<file path="config.mk">
export PLATFORM = sky130hd
export DESIGN_NAME = mme_ctrl
export DESIGN_NICKNAME = d
export VERILOG_FILES = /design/src/hw/rtl/mme_pkg.sv /design/src/hw/rtl/mme_ctrl.sv
export SDC_FILE = /design/constraint.sdc
export NUM_CORES = 1
export LEC_CHECK = 0
export ABC_AREA = 1
export BUFFER_PORTS_ARGS = -buffer_cell sky130_fd_sc_hd__buf_2
export CORE_MARGIN = 2
export CORE_UTILIZATION = 55
export DETAILED_ROUTE_END_ITERATION = 10
export GPL_ROUTABILITY_DRIVEN = 1
export PLACE_DENSITY = 0.82
export SYNTH_ARGS = -nofsm -noshare
export SYNTH_HDL_FRONTEND = slang
export SYNTH_SLANG_ARGS = --single-unit
</file>
<file path="constraint.sdc">
create_clock -name clock -period 3.6 [get_ports clock]
set_input_delay 0.72 -clock clock [delete_from_list [all_inputs] [get_ports clock]]
set_output_delay 0.72 -clock clock [all_outputs]
set_load 0.005 [all_outputs]
</file>
<file path="src/hw/rtl/mme_pkg.sv">
// Shared types and constants for the metatile map expander.
package mme_pkg;

   // Map store depth; a power of two so the cell address wraps by truncation.
   localparam int MAP_CELLS = 256;
   localparam int MAP_AW    = $clog2(MAP_CELLS);
   // Metatile table depth; a power of two, at most 256.
   localparam int METATILES = 256;
   localparam int TILE_AW   = $clog2(METATILES);

   localparam int BYTE_W    = 8;
   localparam int PROD_W    = 2 * BYTE_W;
   localparam int ENTRY_W   = 8 * BYTE_W;
   localparam int CSR_AW    = 4;
   localparam int CSR_DW    = 32;

   typedef enum logic [1:0] {
      MODE_MAP_WR  = 2'd0,
      MODE_TILE_WR = 2'd1,
      MODE_DRAW    = 2'd2
   } mode_type;

   typedef enum logic [1:0] {
      CSR_MAP_WIDTH  = 2'd0,
      CSR_MAP_HEIGHT = 2'd1,
      CSR_COL_OFFSET = 2'd2,
      CSR_ROW_OFFSET = 2'd3
   } csr_idx_type;

   typedef enum logic [11:0] {
      S_IDLE    = 12'b0000_0000_0001,
      S_MAP_MUL = 12'b0000_0000_0010,
      S_MAP_WR  = 12'b0000_0000_0100,
      S_TBL_WR  = 12'b0000_0000_1000,
      S_CUR_FIX = 12'b0000_0001_0000,
      S_CUR_MUL = 12'b0000_0010_0000,
      S_MAP_RD  = 12'b0000_0100_0000,
      S_TBL_RD  = 12'b0000_1000_0000,
      S_EMIT0   = 12'b0001_0000_0000,
      S_EMIT1   = 12'b0010_0000_0000,
      S_EMIT2   = 12'b0100_0000_0000,
      S_EMIT3   = 12'b1000_0000_0000
   } state_type;

   typedef struct packed {
      logic       capture;     // latch request fields
      logic       mul_en;      // register row * map_width
      logic       mul_cursor;  // multiplier takes cursor row, else cell_y
      logic       map_wr;
      logic       tbl_wr;
      logic       cur_fix;     // restart a stale cursor at (0,0)
      logic       map_rd;
      logic       tbl_rd;      // also advances the cursor
      logic       emit;
      logic [1:0] quarter;
   } cmd_type;

   typedef struct packed {
      logic map_empty;
   } status_type;

endpackage

</file>
<file path="src/hw/rtl/mme_ctrl.sv">
// Sequencer for load and draw steps of the metatile map expander.
module mme_ctrl
   import mme_pkg::*;
(
   input  logic       clock,
   input  logic       reset,
   input  logic       start,
   input  logic [1:0] req_mode,
   input  status_type status,
   output logic       busy,
   output cmd_type    cmd
);

   state_type state_ff, state_in;
   logic      accept;

   assign busy   = (state_ff != S_IDLE);
   assign accept = start && (state_ff == S_IDLE);

   always_comb begin
      state_in = state_ff;
      unique case (state_ff)
         S_IDLE: begin
            if (accept) begin
               unique case (req_mode)
                  MODE_MAP_WR:  state_in = S_MAP_MUL;
                  MODE_TILE_WR: state_in = S_TBL_WR;
                  MODE_DRAW:    state_in = status.map_empty ? S_IDLE : S_CUR_FIX;
                  default:      state_in = S_IDLE;
               endcase
            end
         end
         S_MAP_MUL: state_in = S_MAP_WR;
         S_MAP_WR:  state_in = S_IDLE;
         S_TBL_WR:  state_in = S_IDLE;
         S_CUR_FIX: state_in = S_CUR_MUL;
         S_CUR_MUL: state_in = S_MAP_RD;
         S_MAP_RD:  state_in = S_TBL_RD;
         S_TBL_RD:  state_in = S_EMIT0;
         S_EMIT0:   state_in = S_EMIT1;
         S_EMIT1:   state_in = S_EMIT2;
         S_EMIT2:   state_in = S_EMIT3;
         S_EMIT3:   state_in = S_IDLE;
         default:   state_in = S_IDLE;
      endcase
   end

   always_ff @(posedge clock) begin
      if (reset) begin
         state_ff <= S_IDLE;
      end else begin
         state_ff <= state_in;
      end
   end

   always_comb begin
      cmd            = '0;
      cmd.capture    = accept;
      cmd.mul_en     = (state_ff == S_MAP_MUL) || (state_ff == S_CUR_MUL);
      cmd.mul_cursor = (state_ff == S_CUR_MUL);
      cmd.map_wr     = (state_ff == S_MAP_WR);
      cmd.tbl_wr     = (state_ff == S_TBL_WR);
      cmd.cur_fix    = (state_ff == S_CUR_FIX);
      cmd.map_rd     = (state_ff == S_MAP_RD);
      cmd.tbl_rd     = (state_ff == S_TBL_RD);
      cmd.emit       = (state_ff == S_EMIT0) || (state_ff == S_EMIT1) ||
                       (state_ff == S_EMIT2) || (state_ff == S_EMIT3);
      cmd.quarter[0] = (state_ff == S_EMIT1) || (state_ff == S_EMIT3);
      cmd.quarter[1] = (state_ff == S_EMIT2) || (state_ff == S_EMIT3);
   end

endmodule

</file>
### Word-level counts from Yosys, hierarchy flattened

Cells that the tools add are included.

* register bits: 12
* bits in latches: 0
* memory bits (writable): 0
* bits in read-only memories: 0
* input bits: 6
* output and inout bits: 12
* logic and storage cells: 29
* memories kept: 0

* add/subtract/negate cells: 0
* multiply operators: 0
* div/mod/pow operators: 0
* order comparisons: 0
* eq/ne operators: 16
* shift operators: 0
* mux-type cells: 4
* bitwise gates (word level): 0
* reduce and logical (&&, ||, !) cells: 8

Operator list (count)
* $pmux 12 s9: 1
* $pmux 5 s3: 1
* $eq 12x1->1 const B: 1
* $eq 12x10->1 const B: 1
* $eq 12x11->1 const B: 1
* $eq 12x12->1 const B: 1
* $eq 12x2->1 const B: 1
* $eq 12x3->1 const B: 1
* $eq 12x4->1 const B: 1
* $eq 12x5->1 const B: 1
* $eq 12x6->1 const B: 1
* $eq 12x7->1 const B: 1
* $eq 12x8->1 const B: 1
* $eq 12x9->1 const B: 1
* $mux 12: 1
* $ne 12x1->1 const B: 1
* $logic_or 1x1->1: 6
* $mux 5: 1
* $eq 2x1->1 const B: 1
* $eq 2x2->1 const B: 1
* $logic_not 2->1: 1
* $ne 2x2->1 const B: 1
* $logic_and 1x1->1: 1

### Depth between registers and ports, before layout

Gate-level depths: netlist of run 1.

* word-level depth: 4
* gate-level depth with buffers: 8
* mapped depth without buffers: 8

### Worst setup path before layout of run 1

Ideal clock, no wire load.

* kind: input-to-output
* from: input start
* to: output cmd[10] (netlist name)
* arrival: 1.037 ns
* data required time: 2.880 ns
* slack: 1.843 ns
* cell stages on the path: 3
* buffers on the path: 1
* cells stage by stage: inv_1 -> nor2_8 -> buf_4

* word-level cells in the longest chain between the ends: 1

Ends and longest elaborated chain
* start, declared: line mme_ctrl.sv:7 `input logic start,`
* $logic_and 1x1->1: line mme_ctrl.sv:18 `assign accept = start && (state_ff == S_IDLE);`
* end, declared: line mme_ctrl.sv:11 `output cmd_type cmd`

Every way passes these cells.

==> run metrics, run 1 <==
outcome=completed; CTS tree=done; worst-case clock buffer depth=2; hpwl dp=approximately 1.1 mm; final hold vios=0; Yosys reg bits=12; Placer Congestion=between 0.7 and 0.8; PwrDens=about 330 mW/mm2; syn nets=~120; Post-DRT Antenna Nets=0; ANT cells=0; slew of the pin with the lowest slew margin=around 260 ps; post-synth top area share=0.318; Post-CTS Resized=0; Area Growth Syn to Fin=17.1%; Clk network pwr share=0.377; Post-Route WL=between 1 and 1.5 mm; synthesized area per cell=6.86 um2; global route overflow=0; CTS root buf=clkbuf_4; Switch Pwr=~80 uW; hold buffer count at CTS=0; top flop regs=state_ff: 12 flops; fillers=around 120; Hold Slack=approximately 590 ps; die height=about 41 um; TritonCTS Buffers=3; Max Fclk=about 470 MHz; pin count of the biggest net entering global routing=10; Ports=18; initial DRC count=18; drt wl/cell=roughly 9.7 um; unique cell type count in the Yosys netlist=22; post-route cell area=~880 um2; DIE AREA=about 0.0017 mm2; Clk Latency, worst-skew pair=approximately 280 ps; CP startpoint kind=flip-flop; crit path time final=between 2000 and 2500 ps; Worst-path clk slew=80 ps; max FFs per register=12; HP Class=flip-flop to flip-flop; initial antenna violation count=0; CP startpoint=state_ff[6]; fraction of layout cells with a size suffix above 1=0.318; cell area after synthesis=around 750 um2; placed cell count=140; Final Total Pwr=293 uW; iteration count of the initial detailed-routing pass=4; Cell Int Power=between 200 and 250 uW; final slew viol count=0; post-synthesis sequential area ratio=0.318; DRC=0; Post-Route Setup TNS=0 ps; Final Skew=about 1.3 ps; Gate power share=0.156; number of port buffers=17; RSZ-0062 raised after global routing=false; min-delay src=state_ff[1]; Peak VDD IR=202 uV; ys flop type=dfxtp_1; sequential power share=0.467; most common cell in the netlist=nand2_1; clk sinks=12; vias in the first global route=592; Row Count=13; initial core utilization=0.587; Slew HR=0.825; largest reg by FF count=state_ff; Worst R2R Setup Slack=around 2400 ps; Post-synth EDFFs=0; Worst EP required=between 2000 and 3000 ps; ys async rst share=0; Core ar.=between 0.001 and 0.0015 mm2; Crit Path Category=flip-flop to output pin; GRT Total Usage=0.206; post-CTS setup buffers=0; max_cap viols=0; commonest cells in the netlist=nand2_1 (22), inv_1 (21), nor2_1 (18), dfxtp_1 (12); Final Instance Count excl. Fillers=~140; # H-tree levels=1; CP endpoint kind=output pin; drt via density=about 4.8; area leader, netlist=dfxtp_1; fin crit share=0.595; Syn Inst Count=110; synth top area cells=dfxtp_1 (32%), nand2_1 (11%), inv_1 (10%); Arrival @ worst endpoint=1420 ps; vias post-DR=690; final setup violation count=0; DP Area=around 850 um2; sw frac=0.272; nets=between 100 and 150; YS warnings=0; worst r2r src=state_ff[6]; Leak=around 0.00051 uW; Die W=around 40 um; crit path max fanout=4; first-pass GRT wire length=about 2.2 mm
final cells by class:
cell class / instances / area [um2] / share of cell area
repair buffers: 17 / 85.1 / 0.0963
inverters: 24 / 90.1 / 0.102
multi-input cells: 72 / 413 / 0.467
clock buffers: 4 / 36.3 / 0.0411
well taps: 15 / 18.8 / 0.0212
flip-flops and latches: 12 / 240 / 0.272
cell usage in the layout, fill, tap and decap left out:
cell type / instances
o211ai_1: 1
o21ai_1: 1
nor2_4: 4
nand3_2: 1
nor2_8: 2
clkbuf_4: 3
nand4_1: 3
inv_1: 21
nand2_2: 2
buf_2: 17
nor4_2: 1
nor3_2: 1
and3_1: 1
inv_2: 3
nand3_1: 4
nor3_1: 3
nor2_2: 4
clkbuf_8: 1
nand2_4: 2
nand2_1: 22
nor4_1: 2
dfxtp_1: 12
nor2_1: 18
layer usage:
layer / global-route usage / share of wire
met2: 0.336 / 0.46
met3: 0.0326 / 0.051
met1: 0.250 / 0.46
met5: 0 / 0
met4: 0.125 / 0.030
final timing paths:
check / end / cells after the start
hold reg to reg: state_ff[2] / 4
setup reg to reg: state_ff[0] / 8
hold / removal: state_ff[2] / 4
setup / recovery: cmd[7] / 6
critical path, cell delays in order (launching register included):
cell and delay (ps):
dfxtp_1 340, nor2_2 140, nand2_2 130, nor2_8 140, inv_2 50, nor4_1 180, buf_2 170
power by group through the flow:
| stage | Clock (uW) | Sequential [uW] | Combinational (uW) |
|---|---|---|---|
| 3_5_place_dp | 0 | 140 | 45.8 |
| 2_1_floorplan | 0 | 140 | 37.1 |
| 3_3_place_gp | 0 | 140 | 45.3 |
| 6_report | 110 | 137 | 45.7 |
| 4_1_cts | 112 | 137 | 46.1 |
| 5_1_grt | 115 | 137 | 51.7 |
cell families (layout without fill, tap and decap cells):
family | after synthesis | in the layout | share of synthesized area
buf+inv | 26 | 45 | 0.134
compound gates | 2 | 2 | 0.0166
simple gates | 70 | 70 | 0.531
flops | 12 | 12 | 0.318
metrics by stage:
| step | util | setup WS [ps] |
|---|---|---|
| after global placement | 0.659 | 1730 |
| final | 0.687 | 1460 |
| after CTS | 0.687 | 1450 |
| after detailed placement | 0.659 | 1720 |
| after floorplan | - | 1840 |
| after global routing | 0.687 | 1320 |
(Power assumes the default switching activity.)
==> run 2: changes to the inputs <==
- ABC_AREA: 1 -> 0
- CORE_UTILIZATION: 55 -> 46
- PLACE_DENSITY: 0.82 -> 0.73
- clock period: 3.6 -> 1.75 ns (I/O delays scaled with it)
==> run metrics, run 2 <==
Clk network pwr share=0.339; delay-heaviest family, CP=simple AND/OR/NAND/NOR gates; initial antenna violation count=0; Leak=approximately 0.00054 uW; largest family of logic cells by synthesized area=simple AND/OR/NAND/NOR gates; first-pass GRT wire length=just under 4 mm; Worst R2R Setup Slack=-10 ps; HP Class=primary input to flip-flop; PwrDens=564 mW/mm2; Cell Int Power=479 uW; drt via density=about 5.9; Worst EP required=between 1000 and 1500 ps; Core ar.=0.00154 mm2; max_cap viols=0; Ports=18; top flop regs=state_ff: 12 flops; nets=139; iteration count of the initial detailed-routing pass=4; final setup violation count=13; FF-to-FF path depth=5; slew of the pin with the lowest slew margin=~280 ps; Die W=44.8 um; vias in the first global route=~840; Slew HR=0.810; die height=44.8 um; TritonCTS Buffers=3; area leader, netlist=dfxtp_1; Max Fclk=between 400 and 500 MHz; vias post-DR=~880; post-synth top area share=0.313; commonest cells in the netlist=dfxtp_1 (12), nor2_1 (8), nor4_1 (8); Setup Slack @ Placement=-217 ps; stages on the worst setup path=5; clk sinks=12; Row Count=14; number of port buffers=17; multiplexer share of the synthesized area=0; leading cell type in the layout, fill and taps excluded=buf_4; RR Endpoint=state_ff[6]; initial DRC count=25; worst path bufs/invs=1; YS warnings=0; failing checks=negative setup slack; initial core utilization=0.498; worst r2r src=state_ff[8]; synth top area cells=dfxtp_1 (31%), nor4_1 (6.5%), xnor2_1 (4.6%); CP max-delay cell=or4_4; Post-Route WL=around 2.3 mm; Clk Latency, worst-skew pair=approximately 270 ps; outcome=finished, violations left; Critical Path Sink=cmd[8]; Post-Route Setup TNS=-3720 ps; most common cell in the netlist=dfxtp_1; Critical Path Max Stage Delay=about 540 ps; most frequent cells in the layout=buf_4 (25), buf_2 (17), nor2_1 (8), dfxtp_1 (7), nand2_1 (5); CP Cell Sequence=or4_4 > or2_4 > nand3b_4 > nor3b_2 > buf_2; Post-synth EDFFs=0; cell area after synthesis=roughly 770 um2; Crit Path Category=flip-flop to output pin; Worst-path clk slew=around 80 ps; synthesized area per cell=8.52 um2; RSZ-0062 raised after global routing=true; Peak VDD IR=approximately 540 uV; CTS root buf=clkbuf_4; Gate power share=0.233; final slew viol count=0; simple-gate share of the synthesized area=0.447; drt wl/cell=between 15 and 20 um; crit path time final=approximately 2200 ps; DRC=0; Syn Inst Count=90; global route overflow=0; sw frac=0.278; CP endpoint kind=output pin; Post-DRT Antenna Nets=0; sequential power share=0.428; worst-case clock buffer depth=2; CP startpoint kind=flip-flop; Area Growth Syn to Fin=53.3%; largest reg by FF count=state_ff; Switch Pwr=184 uW; Yosys reg bits=12; fraction of layout cells with a size suffix above 1=0.545; Post-Synth XOR/XNOR Area=0.0799; post-synthesis sequential area ratio=0.313; CTS tree=done; ys async rst share=0; # H-tree levels=1; syn nets=between 90 and 100; ys flop type=dfxtp_1; crit path max fanout=4; post-synthesis adder-cell area fraction=0; hpwl dp=~1.4 mm; CP startpoint=state_ff[8]; worst setup margin=-468 ps; final hold vios=0; DIE AREA=0.00201 mm2; ANT cells=0; Synth Area in Compound Gates=0.0816; unique cell type count in the Yosys netlist=32; Arrival @ worst endpoint=1870 ps; GRT Total Usage=0.278; pin count of the biggest net entering global routing=10; fin crit share=1.27; max FFs per register=12; Placer Congestion=0.769; Final Skew=around 0.66 ps
run 2: power by group through the flow:
stage	combinational [uW]	sequential (uW)	clock, uW
after floorplan	70.8	290	0
after global placement	110	290	0
after detailed placement	114	290	0
after CTS	139	281	229
after global routing	165	285	246
final	154	284	225
run 2: kinds of logic (layout without fill, tap and decap cells):
group,after synthesis,after routing
buf+inv,10,52
xor+xnor,7,7
flops,12,12
compound gates,11,11
simple gates,50,50
run 2: worst reg2reg max path, delay by kind of cell, from the launching register on:
kind | cells | cell delay, ps
buf+inv | 1 | 160
flops | 1 | 320
simple gates | 4 | 1210
run 2: how the worst min path moves through the flow:
stage | startpoint | endpoint | slack (ps) | cells after the start
after floorplan | reset | state_ff[7] | 420 | 1
after detailed placement | req_mode[0] | state_ff[1] | 550 | 2
after global routing | req_mode[1] | state_ff[3] | 260 | 2
after CTS | req_mode[0] | state_ff[1] | 260 | 2
after global placement | state_ff[4] | state_ff[5] | 550 | 2
final | req_mode[0] | state_ff[1] | 260 | 2
run 2: metrics by stage:
step	hold WS [ps]	cells	power (uW)	area (um2)	util
after global routing	258	148	696	1180	0.763
after CTS	258	147	650	1140	0.742
after detailed placement	552	135	404	967	0.627
after global placement	549	135	400	967	0.627
final	257	148	664	1180	0.763
after floorplan	422	90	361	774	-
run 2: metal layers:
metal,global-route usage,part of all wire,vias up
li1,-,-,412
met2,0.458,0.47,49
met3,0.0520,0.067,12
met1,0.317,0.41,405
met4,0.212,0.046,0
met5,0,0,-
run 2: repair_timing:
action | CTS | global route
pin swaps | 11 | 4
resized for setup | 20 | 8
setup endpoints to repair | 14 | 16
hold buffers | 0 | 0
setup buffers | 8 | 3
run 2: final cells by class:
| class | count | area, um2 |
|---|---|---|
| Timing Repair Buffer | 44 | 295 |
| Tap cell | 16 | 20.0 |
| Inverter | 4 | 15.0 |
| Clock buffer | 4 | 36.3 |
| Multi-Input combinational cell | 68 | 558 |
| Sequential cell | 12 | 251 |
| Fill cell | 106 | 365 |
==> run 3: changes to the inputs <==
- SETUP_SLACK_MARGIN: not set -> 0.3
==> run metrics, run 3 (synthesis gave the netlist of run 2 again) <==
Arrival @ worst endpoint=roughly 1900 ps; pin count of the biggest net entering global routing=11; Ports=18; fin crit share=1.31; final hold vios=0; Die W=44.8 um; Final Total Pwr=approximately 730 uW; Worst EP required=~1400 ps; failing checks=negative setup slack; Gate power share=0.284; CTS root buf=clkbuf_4; PwrDens=roughly 540 mW/mm2; hold buffer count at CTS=0; Leak=approximately 0.0006 uW; Setup Slack @ Placement=-228 ps; initial core utilization=0.498; Row Count=14; drt via density=a little under 6; met2 wire length=between 1 and 1.5 mm; HP Class=primary input to flip-flop; ANT cells=0; Peak VDD IR=between 600 and 700 uV; max FFs per register=12; Placer Congestion=approximately 0.79; initial DRC count=18; # H-tree levels=1; crit path time final=about 2300 ps; Clk network pwr share=0.325; Hold Slack=288 ps; vias post-DR=approximately 900; CP endpoint kind=output pin; Area Growth Syn to Fin=77.3%; first-pass GRT wire length=3.67 mm; top sig layer=met4; drt wl/cell=~18 um; max_cap viols=0; DIE AREA=roughly 0.0020 mm2; Cell Int Power=510 uW; Core ar.=approximately 0.0015 mm2; Crit Path Category=flip-flop to output pin; vias in the first global route=about 870; sequential power share=0.391; hpwl dp=approximately 1.5 mm; Clk Latency, worst-skew pair=a little under 300 ps; nets=roughly 140; fraction of layout cells with a size suffix above 1=0.650; crit path max fanout=4; outcome=finished, violations left; initial antenna violation count=0; DRC=0; Worst-path clk slew=90 ps; CP startpoint kind=flip-flop; clk sinks=12; routed length on met1=around 1.2 mm; WHS Path Cells=2; iteration count of the initial detailed-routing pass=4; Final Skew=a little over 2 ps; Post-Route WL=between 2 and 3 mm; largest reg by FF count=state_ff; CTS tree=done; final slew viol count=0; leading cell type in the layout, fill and taps excluded=buf_4; Switch Pwr=approximately 220 uW; GRT Total Usage=0.260; most frequent cells in the layout=buf_4 (22), buf_2 (16), buf_6 (11), nor2_1 (8); FF-to-FF path depth=10; number of port buffers=17; global route overflow=0; worst-case clock buffer depth=2; die height=roughly 45 um; sw frac=0.304; Slew HR=0.808; Post-DRT Antenna Nets=0; met3 WL=~120 um; RSZ-0062 raised after global routing=true; worst setup margin=-536 ps; top flop regs=state_ff: 12 flops; slew of the pin with the lowest slew margin=around 290 ps; Max Fclk=437 MHz; final setup violation count=15; TritonCTS Buffers=3; final core occ=0.882
[run 3: power groups by stage]
stage / Sequential (uW) / Clock (uW) / Combinational (uW)
2_1_floorplan: 290 / 0 / 72.3
3_3_place_gp: 289 / 0 / 120
3_5_place_dp: 290 / 0 / 124
4_1_cts: 285 / 231 / 154
5_1_grt: 287 / 246 / 220
6_report: 287 / 238 / 208
[run 3: critical path: stages (launching register included)]
cell and delay [ps]:
dfxtp_2 330, or4_4 530, or2_4 260, nand3b_4 170, nor3b_2 200, buf_2 150
[run 3: cell type report]
type / instances / area [um2]
multi-input cells: 68 / 672
repair buffers: 49 / 369
flip-flops and latches: 12 / 248
fillers: 76 / 181
clock buffers: 4 / 36.3
well taps: 16 / 20.0
inverters: 4 / 15.0
[run 3: worst paths after layout]
kind,start,to,slack (ps)
setup / recovery,state_ff[8],cmd[8],-540
hold / removal,req_mode[0],state_ff[1],290
setup reg to reg,state_ff[8],state_ff[8],-360
hold reg to reg,state_ff[1],state_ff[6],580
[run 3: metrics by stage]
stage,cell area [um2],std cells,setup TNS (ps)
after CTS,1170,148,-4730
final,1360,153,-4600
after detailed placement,970,134,-956
after floorplan,800,90,-838
after global routing,1360,153,-5310
after global placement,970,134,-740
[run 3: layer usage]
layer	GRT usage	up-vias
li1	-	425
met1	0.306	445
met2	0.432	28
met3	0.0480	6
met4	0.165	0
met5	0	-
[run 3: repair_timing]
item | in CTS | in global routing
gates resized for setup | 20 | 31
setup buffers | 10 | 5
pin swaps | 6 | 9
endpoints found under the setup margin | 22 | 24
